**config.mk**
```make
export PLATFORM = sky130hd
export DESIGN_NAME = bmm_ram
export DESIGN_NICKNAME = d
export VERILOG_FILES = /design/src/sv/bmm_ram.sv
export SDC_FILE = /design/constraint.sdc
export NUM_CORES = 2
export LEC_CHECK = 0
export BUFFER_PORTS_ARGS = -buffer_cell sky130_fd_sc_hd__buf_2
export CORE_AREA = 2 2 587 414
export DETAILED_ROUTE_END_ITERATION = 8
export DIE_AREA = 0 0 589 416
export HOLD_SLACK_MARGIN = 0.05
export RECOVER_POWER = 25
export SLEW_MARGIN = 40
export SYNTH_ARGS = -nofsm -noshare
export SYNTH_HDL_FRONTEND = slang
export SYNTH_SLANG_ARGS = --single-unit
```
**constraint.sdc**
```tcl
create_clock -name clk -period 3.2 [get_ports clk]
set_clock_uncertainty 0.05 [all_clocks]
set_input_delay 0.64 -clock clk [delete_from_list [all_inputs] [get_ports clk]]
set_output_delay 0.64 -clock clk [all_outputs]
set_load 0.02 [all_outputs]
```
**src/sv/bmm_ram.sv**
```systemverilog
// Generic single-port synchronous RAM, registered read, write has priority.
// No dependencies.
module bmm_ram #(
  parameter int WIDTH = 8,
  parameter int DEPTH = 256
) (
  input  logic                                       clk,
  input  logic                                       en,
  input  logic                                       we,
  input  logic [(DEPTH > 1 ? $clog2(DEPTH) : 1)-1:0] addr,
  input  logic [WIDTH-1:0]                           wdata,
  output logic [WIDTH-1:0]                           rdata
);

  logic [WIDTH-1:0] mem [DEPTH];

  always_ff @(posedge clk) begin
    if (we) begin
      mem[addr] <= wdata;
    end else if (en) begin
      rdata <= mem[addr];
    end
  end

endmodule

```
# [Word level (Yosys, flattened, before mapping)]
# Memories as Yosys holds them, arrays and structs flattened. A register that Yosys moved wholly into a read port is not among the register bits.
# Index checks and enable logic that the tools add are counted.
# Widths: inputs -> output; s select.
[totals] ramBits=2048 n_memories=1 regBits=0
[op_classes] n_reduce_logical=1 bitwise=1 muxes=2
[memory_table] memory="mem" depth=256 width=8 rd=1 rd_clocked_by_memory_dff=1 wr=1 line_no="15" rtl="logic [WIDTH-1:0] mem [DEPTH];"
[ops] operator="$mux 1" count=2
[ops] operator="$reduce_and 2->1" count=1
[ops] operator="$not 1->1" count=1

# [Longest topological paths before layout]
[logic_depth] ltp_word=2 mapped_depth=9 ltp_nobuf=5

# [Least setup slack after synthesis]
# OpenSTA, ideal clock, no wires.
[synth_path] kind="input to register" startpoint="input port addr[3] in the netlist's numbering" endpoint="memory mem[105][0], enable pin" n_path_buf=5 setup_ns=0.370 path_stages=8 t_required_ns=2.780 setup_slack_ns=0.325 arrival_time_ns=2.455 path_cell_list="clkbuf_1 -> nor2b_1 -> buf_2 -> clkbuf_1 -> clkbuf_1 -> nand3_1 -> clkbuf_1 -> nor2_1"
[synth_rtl] item="start: declaration" line_no="10" rtl="input logic [(DEPTH > 1 ? $clog2(DEPTH) : 1)-1:0] addr,"
[synth_rtl] item="end: declaration" line_no="15"
# No word-level cell before the write port.

==> out/metrics.cfg <==
[outcome]
status = finished with violations
violations = max-capacitance violations, max-slew violations

[setup_path]
cp-start-kind = input pin
crit_chain = buf_8 > buf_12 > buf_12 > buf_4 > mux4_2 > a22oi_1 > a21oi_1 > o41ai_1 > buf_4 > nand4_1
cp-end-kind = flop
required_ps = 3710
arrival_ps = 3460
critical-path-max-stage-delay_ps = 650
critPathSlowestCell = o41ai_1
crit_fanout = 17
critPathKind = in2reg

[floorplanning]
die_h_microns = 416
rows = 151
core-area_sq_um = 240000
initial_utilization_pct = 32.7
io-pin-count = 27
dieArea_sq_um = 245000
fp.dieW_microns = 589

[pwr]
peakVddDrop_mv = 0.399
finalPower_w = 0.0543
powerDensity_nw_per_um2 = 584
p_leak_nw = 29.0

[grt]
grt_first_pass_wirelength_microns = 290000
grt_antenna_before_repair = 15
grt_overflow_total = 0
grt_pass1_vias = 39100
grt_max_degree = 105
grt_usage_pct = 16.3

[synthesis]
synth.area.top_cells = edfxtp_1 79%, mux4_2 15%, a22oi_1 2.4%
ys.flop_type = edfxtp_1
seq_area_frac_synth_pct = 78.6
synth_nets = 3566
ys_seq_elements = 2056
ys_async_sr_fraction_pct = 0
avgSynthCellArea_sq_um = 22.1
synth_edf_count = 2056
syn_inst = 3547
yosysWarnings = 0
synth_top_cells_by_count = 2056 x edfxtp_1, 512 x mux4_2, 256 x a22oi_1
synth_area_sq_um = 78600
synth_top_cell_by_area = edfxtp_1
yosysUniqueCellTypes = 20
synth.most_common_cell = edfxtp_1
synth_top_area_share_pct = 78.6

[clocking]
cts_tree = done
cts_max_level = 4
cts_buffers = 184
cts-root-buf = clkbuf_16
clk_latency_ps = 850
cts_resized = 0
post_cts_buffers = 0
clkSinkCount = 2056
clockBufferDepth = 4
clk_pin_slew_ps = 70
hold_buffers = 0

[sta]
rsz0062_at_grt = no
setup_violations = 0
hold_viol_final = 0
worstMarginPinSlew_ps = 2530
min_period_ps = 2960
fmax_mhz = 338
slew_headroom_pct = -69.0
fin_tns_setup_ps = 0
fin_ws_ps = 243
fin_crit_sh_pct = 92.4
drv_slew = 643

[placement]
placed_cell_area_sq_um = 87300
pre_cts_ws_ps = -595
placed_cells = 7172
dp_hpwl_microns = 132000
port_buffers = 26
globalplace.congestion = 0.817

[finish]
area_growth_pct = 18.3
drive_gt1_share_pct = 33.2
final_area_sq_um = 92900
layoutNonFillerInstCount = 7500
final_nets = 4164

[drt]
drt_iter0_markers = 5546
vias = 39800
drt-total-wl_microns = 203000
drc = 0
vias_per_cell = 5.31
drt_first_pass_iters = 7
drtAntennaViolNets = 0
wire_per_inst_microns = 27.1

[min_path]
min_path_type = in2reg

[job]
max_cap_viol_count = 8

-- power breakdown --
group          total (W)  internal, W  switching, W
clock network     0.0217       0.0121       0.00963
registers         0.0297       0.0297     0.0000237
logic            0.00282      0.00108       0.00174
total             0.0543       0.0429        0.0114
-- flip-flops by register name, summed over array words and instances, names as in the netlist --
register / count
mem: 2048
rdata: 8
-- per-stage QoR --
step | hold slack (ps) | utilization (%)
CTS | 118 | 38.8
floorplan | 689 | -
finish | 315 | 38.7
detailed placement | 1020 | 36.4
global route | 278 | 38.7
global placement | 1060 | 36.3
-- placed cells by master (no fill, tap or decap), types with 12 or more instances in the layout --
cell type	count
bufinv_16	18
clkbuf_2	12
clkbuf_1	39
a21oi_1	128
nor2_1	228
nor3_1	33
nand2_1	28
buf_2	17
o41ai_1	26
clkinv_1	35
mux4_2	512
buf_4	537
clkinv_2	44
edfxtp_1	2056
a22oi_1	256
buf_12	62
clkbuf_16	186
-- path summary, 6_finish.rpt --
path	startpoint	to	slack, ps	depth (start not counted)
setup / recovery	addr[0]	rdata[4]$_DFFE_PP_	240	10
hold / removal	en	rdata[2]$_DFFE_PP_	320	2
setup reg to reg	mem[47][6]$_DFFE_PP_	rdata[6]$_DFFE_PP_	390	7
hold reg to reg	mem[111][4]$_DFFE_PP_	rdata[4]$_DFFE_PP_	1100	5
-- cell type report --
cell class                 count  area [sq um]
timing repair buffer         644          5530
tap                         3213          4020
fill                       21200        147000
antenna                        8          20.0
clock buffer                 213          4760
sequential                  2056         61700
multi-input combinational   1258         15800
clock inverter               107          1010
inverter                       1          3.75
-- kinds of logic (layout without fill, tap and decap cells) --
| group | Yosys count | in the layout | synth area share [%] |
|---|---|---|---|
| flops | 2056 | 2056 | 78.6 |
| mux | 512 | 512 | 14.7 |
| simple gates | 330 | 330 | 1.73 |
| buf+inv | 233 | 965 | 1.38 |
| other cells | 0 | 8 | 0 |
| compound gates | 416 | 416 | 3.62 |
-- worst max-delay path: cells and delay by family --
kind            cells  cell delay, ps
buf+inv             5            1110
mux                 1             570
compound gates      3             980
simple gates        1              80
-- per-layer routing --
| metal | part of all wire, % | vias up | GRT usage [%] |
|---|---|---|---|
| li1 | - | 16300 | - |
| met1 | 45 | 21400 | 25.7 |
| met2 | 43 | 1998 | 22.7 |
| met3 | 11 | 213 | 4.10 |
| met4 | 1.4 | 2 | 2.86 |
| met5 | 0.0069 | - | 0 |
Power figures use the tool's default switching activity.
